`src/hdl/afgr_pkg.sv`:
```
package afgr_pkg;

  // Gain and sample formats
  localparam int GAIN_FRAC_BITS = 24;
  localparam int SAMPLE_BITS    = 24;
  localparam int GAIN_W         = GAIN_FRAC_BITS + 1;

  localparam logic [GAIN_W-1:0] UNITY_GAIN = {1'b1, {GAIN_FRAC_BITS{1'b0}}};

  // Fixed field widths
  localparam int CMD_W   = 2;
  localparam int MS_W    = 14;
  localparam int RATE_W  = 18;
  localparam int PROD_W  = MS_W + RATE_W;
  localparam int LEN_W   = 23;            // floor((2^32 - 1) / 1000) fits in 23 bits
  localparam int CFG_IDX_W  = 2;
  localparam int CFG_DATA_W = RATE_W;

  localparam int MS_PER_S = 1000;

  localparam logic [RATE_W-1:0] RATE_RESET = RATE_W'(48000);
  localparam logic [MS_W-1:0]   MS_RESET   = MS_W'(50);

  // Beat layouts
  localparam int IN_TDATA_W  = ((2 * SAMPLE_BITS + MS_W + 7) / 8) * 8;
  localparam int OUT_FIELDS_W = 2 * SAMPLE_BITS + GAIN_W + 1;
  localparam int OUT_TDATA_W = ((OUT_FIELDS_W + 7) / 8) * 8;

  // Iteration counter covers the longest serial pass
  localparam int MAX_A     = (PROD_W > GAIN_W) ? PROD_W : GAIN_W;
  localparam int MAX_STEPS = (MAX_A > SAMPLE_BITS) ? MAX_A : SAMPLE_BITS;
  localparam int CNT_W     = $clog2(MAX_STEPS);

  // Serial product register of one channel
  localparam int SPROD_W = SAMPLE_BITS + GAIN_W;

  localparam logic [CFG_IDX_W-1:0] REG_SAMPLE_RATE = CFG_IDX_W'(0);
  localparam logic [CFG_IDX_W-1:0] REG_DEFAULT_MS  = CFG_IDX_W'(1);

  typedef enum logic [CMD_W-1:0] {
    CMD_SAMPLE   = 2'd0,
    CMD_FADE_OUT = 2'd1,
    CMD_FADE_IN  = 2'd2
  } cmd_t;

  typedef enum logic [2:0] {
    ST_IDLE,
    ST_MUL_MS,
    ST_DIV_K,
    ST_DIV_STEP,
    ST_SCALE,
    ST_FINISH
  } state_t;

endpackage

```
`src/hdl/audio_fade_gain_ramp.sv`:
```
// Stereo linear fade-in / fade-out gain ramp.
// Input beats arrive on in_tvalid/in_tready; in_tuser carries the command
// (audio sample, start fade out, start fade in) and in_tdata the two samples
// and the fade duration. Each audio sample beat yields one result beat on
// out_tvalid/out_tready; start commands and unknown commands yield none.
// Registers (sample rate, default duration) are written on the cfg_ channel,
// which is always ready; write them only while the block is idle.
// An audio sample passes from acceptance to the result being held in the
// output register through one bit-serial multiply pass over the sample
// magnitude (both channels side by side) and a step that rounds the products
// and steps the gain. A start command occupies the block for a shift-add
// product of duration and rate, a restoring division by 1000 and a restoring
// division of unity by the ramp length, the two divisions sharing one
// remainder register and subtractor.
// in_tready is high only while no item is being worked on. A finished result
// waits in the output register, so the next item is accepted while the
// receiver stalls; a second result waits until the first beat has gone.
// After reset the gain is unity, no fade runs, the sample rate is 48000 Hz
// and the default duration 50 ms.
module audio_fade_gain_ramp (
  input  logic                                   clk,
  input  logic                                   rst_n,
  input  logic                                   in_tvalid,
  output logic                                   in_tready,
  // left_sample [23:0], right_sample [47:24], duration_ms [61:48], zero pad
  input  logic [afgr_pkg::IN_TDATA_W-1:0]        in_tdata,
  // command [1:0]
  input  logic [afgr_pkg::CMD_W-1:0]             in_tuser,
  output logic                                   out_tvalid,
  input  logic                                   out_tready,
  // left_out [23:0], right_out [47:24], gain_now [72:48], fade_active [73],
  // zero pad
  output logic [afgr_pkg::OUT_TDATA_W-1:0]       out_tdata,
  input  logic                                   cfg_valid,
  output logic                                   cfg_ready,
  input  logic [afgr_pkg::CFG_IDX_W-1:0]         cfg_index,
  input  logic [afgr_pkg::CFG_DATA_W-1:0]        cfg_data
);
  import afgr_pkg::*;

  state_t state_r, state_nxt;

  logic [RATE_W-1:0]      rate_r, rate_nxt;
  logic [MS_W-1:0]        dflt_ms_r, dflt_ms_nxt;
  logic [GAIN_W-1:0]      gain_r, gain_nxt;
  logic [GAIN_W-1:0]      step_r, step_nxt;
  logic                   falling_r, falling_nxt;
  logic                   active_r, active_nxt;

  logic [CNT_W-1:0]       cnt_r, cnt_nxt;
  logic [PROD_W-1:0]      p_r, p_nxt;
  logic [LEN_W-1:0]       rem_r, rem_nxt;
  logic [LEN_W-1:0]       len_r, len_nxt;
  logic [GAIN_W-1:0]      dq_r, dq_nxt;
  logic [SPROD_W-1:0]     pl_r, pl_nxt;
  logic [SPROD_W-1:0]     pr_r, pr_nxt;
  logic                   negl_r, negl_nxt;
  logic                   negr_r, negr_nxt;

  logic                   out_valid_r, out_valid_nxt;
  logic [OUT_FIELDS_W-1:0] out_data_r, out_data_nxt;

  logic                   in_acc;
  logic                   out_free;
  cmd_t                   cmd;
  logic [SAMPLE_BITS-1:0] in_left, in_right;
  logic [MS_W-1:0]        in_ms;

  // Shared restoring divider
  logic                   div_bit;
  logic [LEN_W:0]         div_trial;
  logic [LEN_W:0]         div_divisor;
  logic [LEN_W:0]         div_diff;
  logic                   div_q;

  // Shift-add helpers
  logic [RATE_W:0]        ms_sum;
  logic [GAIN_W:0]        l_sum, r_sum;

  // Rounding of the finished products
  logic [SAMPLE_BITS-1:0] l_q, r_q, l_tmp, r_tmp, l_res, r_res;
  logic                   l_sticky, r_sticky;
  logic [GAIN_W:0]        gain_up;

  logic [PROD_W-1:0]      k_quot;
  logic [GAIN_W-1:0]      s_quot;

  assign in_tready  = (state_r == ST_IDLE);
  assign in_acc     = in_tvalid && in_tready;
  assign out_free   = !out_valid_r || out_tready;
  assign cfg_ready  = 1'b1;
  assign out_tvalid = out_valid_r;
  assign out_tdata  = {{(OUT_TDATA_W - OUT_FIELDS_W){1'b0}}, out_data_r};

  assign cmd      = cmd_t'(in_tuser);
  assign in_left  = in_tdata[SAMPLE_BITS-1:0];
  assign in_right = in_tdata[2*SAMPLE_BITS-1:SAMPLE_BITS];
  assign in_ms    = in_tdata[2*SAMPLE_BITS+MS_W-1:2*SAMPLE_BITS];

  // The remainder stays below the divisor, so it always fits in LEN_W bits.
  assign div_bit     = (state_r == ST_DIV_K) ? p_r[PROD_W-1] : dq_r[GAIN_W-1];
  assign div_divisor = (state_r == ST_DIV_K) ? (LEN_W+1)'(MS_PER_S) : {1'b0, len_r};
  assign div_trial   = {rem_r, div_bit};
  assign div_diff    = div_trial - div_divisor;
  assign div_q       = (div_trial >= div_divisor);

  assign k_quot = {p_r[PROD_W-2:0], div_q};
  assign s_quot = {dq_r[GAIN_W-2:0], div_q};

  assign ms_sum = {1'b0, p_r[PROD_W-1:MS_W]} + (p_r[0] ? {1'b0, rate_r} : '0);
  assign l_sum  = {1'b0, pl_r[SPROD_W-1:SAMPLE_BITS]} + (pl_r[0] ? {1'b0, gain_r} : '0);
  assign r_sum  = {1'b0, pr_r[SPROD_W-1:SAMPLE_BITS]} + (pr_r[0] ? {1'b0, gain_r} : '0);

  // A negative product rounds towards minus infinity, so any set fraction bit
  // adds one to the magnitude before it is negated.
  assign l_q      = pl_r[GAIN_FRAC_BITS +: SAMPLE_BITS];
  assign r_q      = pr_r[GAIN_FRAC_BITS +: SAMPLE_BITS];
  assign l_sticky = |pl_r[GAIN_FRAC_BITS-1:0];
  assign r_sticky = |pr_r[GAIN_FRAC_BITS-1:0];
  assign l_tmp    = l_q + {{(SAMPLE_BITS-1){1'b0}}, l_sticky};
  assign r_tmp    = r_q + {{(SAMPLE_BITS-1){1'b0}}, r_sticky};
  assign l_res    = negl_r ? (SAMPLE_BITS'(0) - l_tmp) : l_q;
  assign r_res    = negr_r ? (SAMPLE_BITS'(0) - r_tmp) : r_q;
  assign gain_up  = {1'b0, gain_r} + {1'b0, step_r};

  // Next state
  always_comb begin
    state_nxt = state_r;
    unique case (state_r)
      ST_IDLE: begin
        if (in_acc) begin
          unique case (cmd)
            CMD_SAMPLE:   state_nxt = ST_SCALE;
            CMD_FADE_OUT: state_nxt = ST_MUL_MS;
            CMD_FADE_IN:  state_nxt = ST_MUL_MS;
            default:      state_nxt = ST_IDLE;
          endcase
        end
      end
      ST_MUL_MS:   if (cnt_r == '0) state_nxt = ST_DIV_K;
      ST_DIV_K:    if (cnt_r == '0) state_nxt = ST_DIV_STEP;
      ST_DIV_STEP: if (cnt_r == '0) state_nxt = ST_IDLE;
      ST_SCALE:    if (cnt_r == '0) state_nxt = ST_FINISH;
      ST_FINISH:   if (out_free) state_nxt = ST_IDLE;
      default:     state_nxt = ST_IDLE;
    endcase
  end

  // Datapath and outputs
  always_comb begin
    rate_nxt      = rate_r;
    dflt_ms_nxt   = dflt_ms_r;
    gain_nxt      = gain_r;
    step_nxt      = step_r;
    falling_nxt   = falling_r;
    active_nxt    = active_r;
    cnt_nxt       = cnt_r - CNT_W'(1);
    p_nxt         = p_r;
    rem_nxt       = rem_r;
    len_nxt       = len_r;
    dq_nxt        = dq_r;
    pl_nxt        = pl_r;
    pr_nxt        = pr_r;
    negl_nxt      = negl_r;
    negr_nxt      = negr_r;
    out_valid_nxt = out_valid_r && !out_tready;
    out_data_nxt  = out_data_r;

    if (cfg_valid && cfg_ready) begin
      if (cfg_index == REG_SAMPLE_RATE) begin
        rate_nxt = cfg_data;
      end else if (cfg_index == REG_DEFAULT_MS) begin
        dflt_ms_nxt = cfg_data[MS_W-1:0];
      end
    end

    unique case (state_r)
      ST_IDLE: begin
        if (in_acc) begin
          unique case (cmd)
            CMD_SAMPLE: begin
              negl_nxt = in_left[SAMPLE_BITS-1];
              negr_nxt = in_right[SAMPLE_BITS-1];
              pl_nxt   = {{GAIN_W{1'b0}},
                          in_left[SAMPLE_BITS-1] ? (SAMPLE_BITS'(0) - in_left) : in_left};
              pr_nxt   = {{GAIN_W{1'b0}},
                          in_right[SAMPLE_BITS-1] ? (SAMPLE_BITS'(0) - in_right) : in_right};
              cnt_nxt  = CNT_W'(SAMPLE_BITS - 1);
            end
            CMD_FADE_OUT, CMD_FADE_IN: begin
              p_nxt       = {{RATE_W{1'b0}}, (in_ms == '0) ? dflt_ms_r : in_ms};
              falling_nxt = (cmd == CMD_FADE_OUT);
              active_nxt  = 1'b1;
              cnt_nxt     = CNT_W'(MS_W - 1);
            end
            default: ;
          endcase
        end
      end
      ST_MUL_MS: begin
        // Multiplier bits leave at the bottom while partial sums enter on top.
        p_nxt = {ms_sum, p_r[MS_W-1:1]};
        if (cnt_r == '0) begin
          rem_nxt = '0;
          cnt_nxt = CNT_W'(PROD_W - 1);
        end
      end
      ST_DIV_K: begin
        p_nxt   = k_quot;
        rem_nxt = div_q ? div_diff[LEN_W-1:0] : div_trial[LEN_W-1:0];
        if (cnt_r == '0) begin
          len_nxt = (k_quot[LEN_W-1:0] == '0) ? LEN_W'(1) : k_quot[LEN_W-1:0];
          rem_nxt = '0;
          dq_nxt  = UNITY_GAIN;
          cnt_nxt = CNT_W'(GAIN_W - 1);
        end
      end
      ST_DIV_STEP: begin
        dq_nxt  = s_quot;
        rem_nxt = div_q ? div_diff[LEN_W-1:0] : div_trial[LEN_W-1:0];
        if (cnt_r == '0) begin
          step_nxt = (s_quot == '0) ? GAIN_W'(1) : s_quot;
        end
      end
      ST_SCALE: begin
        pl_nxt = {l_sum, pl_r[SAMPLE_BITS-1:1]};
        pr_nxt = {r_sum, pr_r[SAMPLE_BITS-1:1]};
      end
      ST_FINISH: begin
        if (out_free) begin
          if (active_r) begin
            if (falling_r) begin
              if (gain_r <= step_r) begin
                gain_nxt   = '0;
                active_nxt = 1'b0;
              end else begin
                gain_nxt = gain_r - step_r;
              end
            end else begin
              if (gain_up >= {1'b0, UNITY_GAIN}) begin
                gain_nxt   = UNITY_GAIN;
                active_nxt = 1'b0;
              end else begin
                gain_nxt = gain_up[GAIN_W-1:0];
              end
            end
          end
          out_valid_nxt = 1'b1;
          out_data_nxt  = {active_nxt, gain_nxt, r_res, l_res};
        end
      end
      default: ;
    endcase
  end

  always_ff @(posedge clk) begin
    if (!rst_n) begin
      state_r     <= ST_IDLE;
      rate_r      <= RATE_RESET;
      dflt_ms_r   <= MS_RESET;
      gain_r      <= UNITY_GAIN;
      step_r      <= '0;
      falling_r   <= 1'b0;
      active_r    <= 1'b0;
      out_valid_r <= 1'b0;
    end else begin
      state_r     <= state_nxt;
      rate_r      <= rate_nxt;
      dflt_ms_r   <= dflt_ms_nxt;
      gain_r      <= gain_nxt;
      step_r      <= step_nxt;
      falling_r   <= falling_nxt;
      active_r    <= active_nxt;
      out_valid_r <= out_valid_nxt;
    end
  end

  always_ff @(posedge clk) begin
    cnt_r      <= cnt_nxt;
    p_r        <= p_nxt;
    rem_r      <= rem_nxt;
    len_r      <= len_nxt;
    dq_r       <= dq_nxt;
    pl_r       <= pl_nxt;
    pr_r       <= pr_nxt;
    negl_r     <= negl_nxt;
    negr_r     <= negr_nxt;
    out_data_r <= out_data_nxt;
  end

endmodule
```
`config.mk`:
```
export PLATFORM = sky130hd
export DESIGN_NAME = audio_fade_gain_ramp
export DESIGN_NICKNAME = d
export VERILOG_FILES = /design/src/hdl/afgr_pkg.sv /design/src/hdl/audio_fade_gain_ramp.sv
export SDC_FILE = /design/constraint.sdc
export NUM_CORES = 1
export LEC_CHECK = 0
export ABC_AREA = 1
export BUFFER_PORTS_ARGS = -buffer_cell sky130_fd_sc_hd__buf_2
export CAP_MARGIN = 40
export CORE_ASPECT_RATIO = 0.8
export CORE_MARGIN = 10
export CORE_UTILIZATION = 30
export DETAILED_ROUTE_END_ITERATION = 6
export SLEW_MARGIN = 20
export SYNTH_ARGS = -nofsm -noshare
export SYNTH_HDL_FRONTEND = slang
export SYNTH_SLANG_ARGS = --single-unit
export TNS_END_PERCENT = 100
```
`constraint.sdc`:
```
create_clock -name clk -period 7.5 [get_ports clk]
set_input_delay 0 -clock clk [delete_from_list [all_inputs] [get_ports clk]]
set_output_delay 0 -clock clk [all_outputs]
set_load 0.02 [all_outputs]
```
# After elaboration in Yosys (flattened, before gate mapping)
# Index checks and enable logic that the tools add are counted.
classes:
  add_sub_neg: 13
  order_cmp: 3
  muxes: 53
  n_reduce_logical: 33
  shift: 0
  div_mod_pow: 0
  eq_ne: 16
  n_bitwise: 1
  mul: 0
ops:
  columns: ["op", "count"]
  rows:
  - ["2-to-1 mux 25 bit", 8]
  - ["2-to-1 mux 49 bit", 4]
  - ["case mux 49 bit (2 select lines)", 2]
  - ["2-to-1 mux 24 bit", 4]
  - ["case mux 32 bit (3 select lines)", 1]
  - ["subtractor 1 x 24 -> 24 bit (first input constant)", 4]
  - ["2-to-1 mux 23 bit", 4]
  - ["adder 25 x 25 -> 26 bit", 3]
  - ["case mux 23 bit (3 select lines)", 1]
  - ["2-to-1 mux 32 bit", 2]
  - ["case mux 25 bit (2 select lines)", 1]
  - ["adder 24 x 1 -> 24 bit", 2]
  - ["OR reduction 24 bit", 2]
  - [">= comparator 26 x 25 -> 1 bit (second input constant)", 1]
  - ["<= comparator 25 bit", 1]
  - ["zero test 25 bit", 1]
  - ["subtractor 25 bit", 1]
  - [">= comparator 24 x 23 -> 1 bit", 1]
  - ["zero test 23 bit", 1]
  - ["subtractor 23 bit", 1]
  - ["adder 18 x 18 -> 19 bit", 1]
  - ["2-to-1 mux 18 bit", 1]
  - ["2-to-1 mux 3 bit", 6]
  - ["case mux 3 bit (6 select lines)", 1]
  - ["other kinds (30)", 65]
totals:
  input_bits: 91
  rom_bits: 0
  latchBits: 0
  n_memories: 0
  reg_bits: 370
  ramBits: 0

# Longest topological paths before layout
depth:
  depth_word: 7
  ltp_mapped: 20
  ltp_nobuf: 19

# Least setup slack after synthesis
# OpenSTA, ideal clock, no wires.
synth_timing:
  kind: "register to register"
  startpoint: "reg state_r[0]"
  endpoint: "reg pl_r[0], enable pin"
  setup_time_ns: 0.452
  slack_ns: 3.770
  t_required_ns: 7.048
  stages_incl_launch_ff: 8
  arrival_time_ns: 3.278
  n_path_buf: 2
  cell_sequence: "dfxtp_1 -> nor2_1 -> inv_1 -> nor2_1 -> buf_2 -> clkbuf_1 -> a31oi_1 -> inv_1"
synth_between:
  elab_chain_cells: 4
  elab_cells_between_ends: 7
  cone_classes: "eq/ne (3); reduce/logical (4)"
synth_lines:
  columns: ["element", "line", "text"]
  rows:
  - ["start, declared", "audio_fade_gain_ramp.sv:41", "state_t state_r, state_nxt;"]
  - ["start signal, assigned", "audio_fade_gain_ramp.sv:267", "state_r <= state_nxt;"]
  - ["zero test 3 bit", "audio_fade_gain_ramp.sv:88, audio_fade_gain_ramp.sv:177", null]
  - ["logical AND 1 bit", "audio_fade_gain_ramp.sv:89", "assign in_acc = in_tvalid && in_tready;"]
  - ["!= test 2 x 1 -> 1 bit (no source line)", null, null]
  - ["AND reduction 3 bit (no source line) (*)", null, null]
  - ["end signal, assigned", "audio_fade_gain_ramp.sv:284", "pl_r <= pl_nxt;"]
  - ["end, declared", "audio_fade_gain_ramp.sv:55", "logic [SPROD_W-1:0] pl_r, pl_nxt;"]
# Mark *: on every way between the ends. The rest lies on a longest branch, timed or not.
# A chain may end at the register's enable or synchronous reset.

# Final worst setup path
layout_timing:
  startpoint: "reg state_r[2]"
  endpoint: "reg rem_r[13] (data pin)"
layout_between:
  elab_chain_cells: 6
  elab_cells_between_ends: 10
  cone_classes: "add/sub (1); order compare (1); eq/ne (3); mux (5)"
layout_lines:
  columns: ["element", "line", "text"]
  rows:
  - ["== test 3 x 2 -> 1 bit", "audio_fade_gain_ramp.sv:101, audio_fade_gain_ramp.sv:102, audio_fade_gain_ramp.sv:177", null]
  - ["2-to-1 mux 1 bit or 2-to-1 mux 23 bit (tied branches)", "audio_fade_gain_ramp.sv:101, audio_fade_gain_ramp.sv:102", null]
  - ["subtractor 23 bit or >= comparator 24 x 23 -> 1 bit (tied branches)", "audio_fade_gain_ramp.sv:104, audio_fade_gain_ramp.sv:105", null]
  - ["2-to-1 mux 23 bit", "audio_fade_gain_ramp.sv:210, audio_fade_gain_ramp.sv:220", null]
  - ["2-to-1 mux 23 bit", "audio_fade_gain_ramp.sv:211", "if (cnt_r == '0) begin"]
  - ["case mux 23 bit (3 select lines) (*)", "audio_fade_gain_ramp.sv:177", "unique case (state_r)"]
  - ["net rem_nxt[13]", "audio_fade_gain_ramp.sv:52", "logic [LEN_W-1:0] rem_r, rem_nxt;"]
  - ["end signal, assigned", "audio_fade_gain_ramp.sv:281", "rem_r <= rem_nxt;"]
  - ["end, declared", "audio_fade_gain_ramp.sv:52", null]
# Mark *: on every way through the listed nets, which the timed path passes. The rest lies on a longest branch.

==> results list <==
* Result of the run: complete, but fails checks
- The final reports fail on design-rule violations.
* Number of global-route vias before repair: 23700
* Accumulated negative setup slack: 0 ns
- Headroom to the max-slew limit came out at 0.487.
- In the routed design, unresolved DRC markers number 8.
* Number of enable flip-flop cells after synthesis: 277
- The die covers 0.103 mm².
* Total standard cell area after synthesis: 0.0272 mm²
- The Yosys step of the flow raised 0 warnings.
* R2R Path End: rem_r[13]
- Startpoint type of the worst setup path: register
- Share of synthesized flip-flops with an asynchronous set or reset: 0
- In the finished design, the share of the clock period the worst path needs comes to 0.584.
- Maximum frequency from static timing analysis: 0.228 GHz
- Cells taking the most area after synthesis: sky130_fd_sc_hd__edfxtp_1, sky130_fd_sc_hd__nand2_1, sky130_fd_sc_hd__ha_1
* Post-synth top area share: 0.305
- Area used by multi-input combinational logic: 0.0144 mm²
- Setup repair after global routing left no endpoint under its margin.
- Number of routed nets with antenna violations: 0
* Slowest Stage Delay on Critical Path: 0.58 ns
* Die Y: 290 µm
- STA classifies the critical path endpoint as a register.
* Die extent in x: 357 µm
- Cell family with most CP delay: simple AND/OR/NAND/NOR gates
- Relative area change from synthesis to final layout: 17.2%
- Clock sink count: 370
- FF-to-FF setup slack: 3.12 ns
- Leakage: 14.8 nW
- Number of DRC markers in iteration 0: 2568
- Worst hold slack: 0.0321 ns
* Reg area: 0.0102 mm²
- Post-DP HPWL: 66.4 mm
- Routability-driven placement congestion ratio: 0.975
- Post-CTS timing repair inserted 0 buffers for setup.
* Total track usage: 0.164
* Detail-routed net length per standard cell: 17.0 µm
* Library cell with the largest summed area after synthesis: sky130_fd_sc_hd__edfxtp_1
* Post-route core utilization: 0.356
- At the pin with the least slew margin, the transition time is 0.767 ns.
- VDD sags by at most 0.191 mV.
* Number of antenna violations at the first check in global routing: 2
- Boundary pin count: 174
* Inserted Diodes: 0
- For this run, the register share of the synthesized area comes to 0.374.
- Endpoints failing hold: 0
- Tracing the worst setup path back leads to its startpoint at state_r[2].
- The critical path runs through a total of 17 cells.
- Dividing the synthesized area by the synthesized cell count gives 7.36 µm².
- After global routing the overflow that remains totals 0.
* Post-Route WL: 87.7 mm
- Chain of cells forming the critical path: nor3_2, clkinv_1, buf_4, nand2_1, inv_1, ha_1, fa_1, inv_1, a21oi_1, o21ai_2, o21ai_0, nand3_1, buf_6, buf_4, inv_1, nor2_1, nor2_1
- Data on the critical path is required at its endpoint by 7.88 ns.
- Peak fanout along the critical path: 36
* Post-Place Setup Slack: 3.16 ns
* Beginning of the worst register-to-register path: state_r[2]
- Layout Skew: 0.0539 ns
* Post-synth cell types: 57
- Starting utilization of the core area: 0.304
* Proportion of layout cells with a drive suffix above 1: 0.0846
- After filler insertion, the fill cell instance count of the layout stands at 9490.
- Along the worst hold path, the cell count comes to 5.
- In this run the worst setup path terminates at rem_r[13].
- Cell seen most often among critical-path stages: sky130_fd_sc_hd__inv_1
- Post-synth top cells: sky130_fd_sc_hd__nand2_1, sky130_fd_sc_hd__inv_1, sky130_fd_sc_hd__a21oi_1, sky130_fd_sc_hd__o21ai_0, sky130_fd_sc_hd__nor2_1
- R2R depth: 17
- Slack of the critical path: 3.12 ns
- The routed layout has 25800 vias.
* Top flip-flop cell by instance count after synthesis: sky130_fd_sc_hd__edfxtp_1
* Max Root-Sink Buffers: 3
- In the routed layout, each cell is associated on average with a via count of 4.99.
- Final setup viols: 0
- Maximum number of pins on one net before global-route repair: 87
* First-pass GRT wire length: 136 mm
* Arrival time at the worst endpoint: 4.77 ns
- Number of maximum-capacitance violations: 0
* Core Region: 0.0898 mm²
- Port buffering added 164 buffers.
* H-Tree Level Count: 2
- The number of pins exceeding their max-slew limit in the final report came to 0.
* Fin nets: 4232
- The critical path in this run is classified as reg2reg.
- Dividing total power by cell area gives a power density of 295 mW/mm².
* Hold Crit Class: in2reg
- Buf/Inv on CP: 7
- In this run, CTS created clock tree buffers numbering 42.
* TritonRoute pass-1 iters: 7
* Clock input transition at the sequential cells of the worst setup and hold paths: 0.07 ns
- In the synthesized netlist, the number of instances is 3702.
- In the post-synthesis netlist, the cell with the most instances is sky130_fd_sc_hd__nand2_1.
- Synthesis inferred 370 register bits.
* Post-cts resize count: 0
* TritonCTS clock tree: done
- Clock latency on the worst-skew pair, taken at its later pin, is 0.62 ns.
- Root buf cell: sky130_fd_sc_hd__clkbuf_16
- Number of rows created at floorplan: 98
- The worst path needs 4.38 ns of the cycle, external delays included.
* Critical Path Slowest Stage Cell: sky130_fd_sc_hd__nor3_2
through the flow:
step / cell area (µm²) / power [mW] / std cells
global route: 31900 / 10.1 / 5171
CTS: 31900 / 9.40 / 5169
global placement: 29200 / 7.09 / 4963
finish: 31900 / 9.42 / 5171
floorplan: 27300 / 6.03 / 3707
detailed placement: 29300 / 7.17 / 4970
per-layer routing:
layer	share of wire	vias up	GRT usage	wire, µm
li1	-	12800	-	-
met2	0.39	868	0.230	34400
met5	0.00065	-	0.00372	57
met1	0.50	12000	0.255	44100
met4	0.014	4	0.0297	1260
met3	0.089	93	0.0350	7810
cell usage in the layout (no fill, tap or decap), types with 16 or more instances in the layout:
cell type                       Yosys  layout
sky130_fd_sc_hd__nor4_1            31      31
sky130_fd_sc_hd__clkbuf_16          0      42
sky130_fd_sc_hd__xor2_1            66      66
sky130_fd_sc_hd__nand2_1          831     831
sky130_fd_sc_hd__buf_2             14     164
sky130_fd_sc_hd__dfxtp_1           93      93
sky130_fd_sc_hd__xnor2_1           34      34
sky130_fd_sc_hd__dlygate4sd3_1      0     121
sky130_fd_sc_hd__nand3_1          165     165
sky130_fd_sc_hd__o21ai_0          330     329
sky130_fd_sc_hd__edfxtp_1         277     277
sky130_fd_sc_hd__inv_1            550     549
sky130_fd_sc_hd__nor2_1           304     301
sky130_fd_sc_hd__nor3_1            44      43
sky130_fd_sc_hd__a31oi_1           30      30
sky130_fd_sc_hd__or2_2             39      39
sky130_fd_sc_hd__ha_1             198     198
sky130_fd_sc_hd__buf_4             14      21
sky130_fd_sc_hd__nand4_1           74      74
sky130_fd_sc_hd__o221ai_1          16      16
sky130_fd_sc_hd__a21oi_1          330     330
state kept, by name (all words and copies together) (netlist names), 5 cells and up:
name,flops
rem_r,23
out_data_r,74
pl_r,49
dq_r,25
step_r,25
len_r,23
pr_r,49
cnt_r,5
p_r,32
rate_r,18
gain_r,25
dflt_ms_r,14
power breakdown:
group / internal, mW / leakage, nW / switching [mW]
registers: 2.79 / 3.34 / 0.296
logic: 1.39 / 10.8 / 2.81
clock network: 1.19 / 0.675 / 0.942
total: 5.37 / 14.8 / 4.05
area by class of cell:
cell class,instances,share of cell area
multi-input combinational,2642,0.451
sequential,370,0.319
timing repair buffer,312,0.0725
inverter,569,0.0670
tap,1200,0.0470
clock buffer,55,0.0357
clock inverter,23,0.00815
repair_timing:
item / 4_1_cts / 5_1_grt
endpoints found under the hold margin: 107 / 0
hold buffers: 121 / 0
setup endpoints to repair: 0 / 0
worst min-delay path, stage by stage:
cell	delay [ns]
sky130_fd_sc_hd__buf_2	0.10
sky130_fd_sc_hd__nor3_2	0.09
sky130_fd_sc_hd__clkinv_1	0.30
sky130_fd_sc_hd__nand2_1	0.09
sky130_fd_sc_hd__nand3_1	0.05
cells by family after synthesis:
kind of cell,Yosys count,share of synthesized area
AOI/OAI and AO/OA,822,0.165
adders and majority gates,204,0.0954
and+or+nand+nor,1508,0.234
other,2,0.000276
buffers and inverters,695,0.0995
muxes,1,0.000367
DFF,370,0.374
xor gates and xnor gates,100,0.0322
how the worst min path moves through the flow:
stage | start | endpoint | slack [ns]
final | cfg_index[1] | rate_r[12] | 0.03
after floorplan | in_tdata[23] | negl_r | 0.1
after detailed placement | cfg_data[14] | rate_r[14] | 0.23
after CTS | cfg_index[1] | rate_r[12] | 0.0009
after global routing | cfg_index[1] | rate_r[12] | 0.10
after global placement | cfg_data[16] | rate_r[16] | 0.23
(Power assumes the default switching activity.)
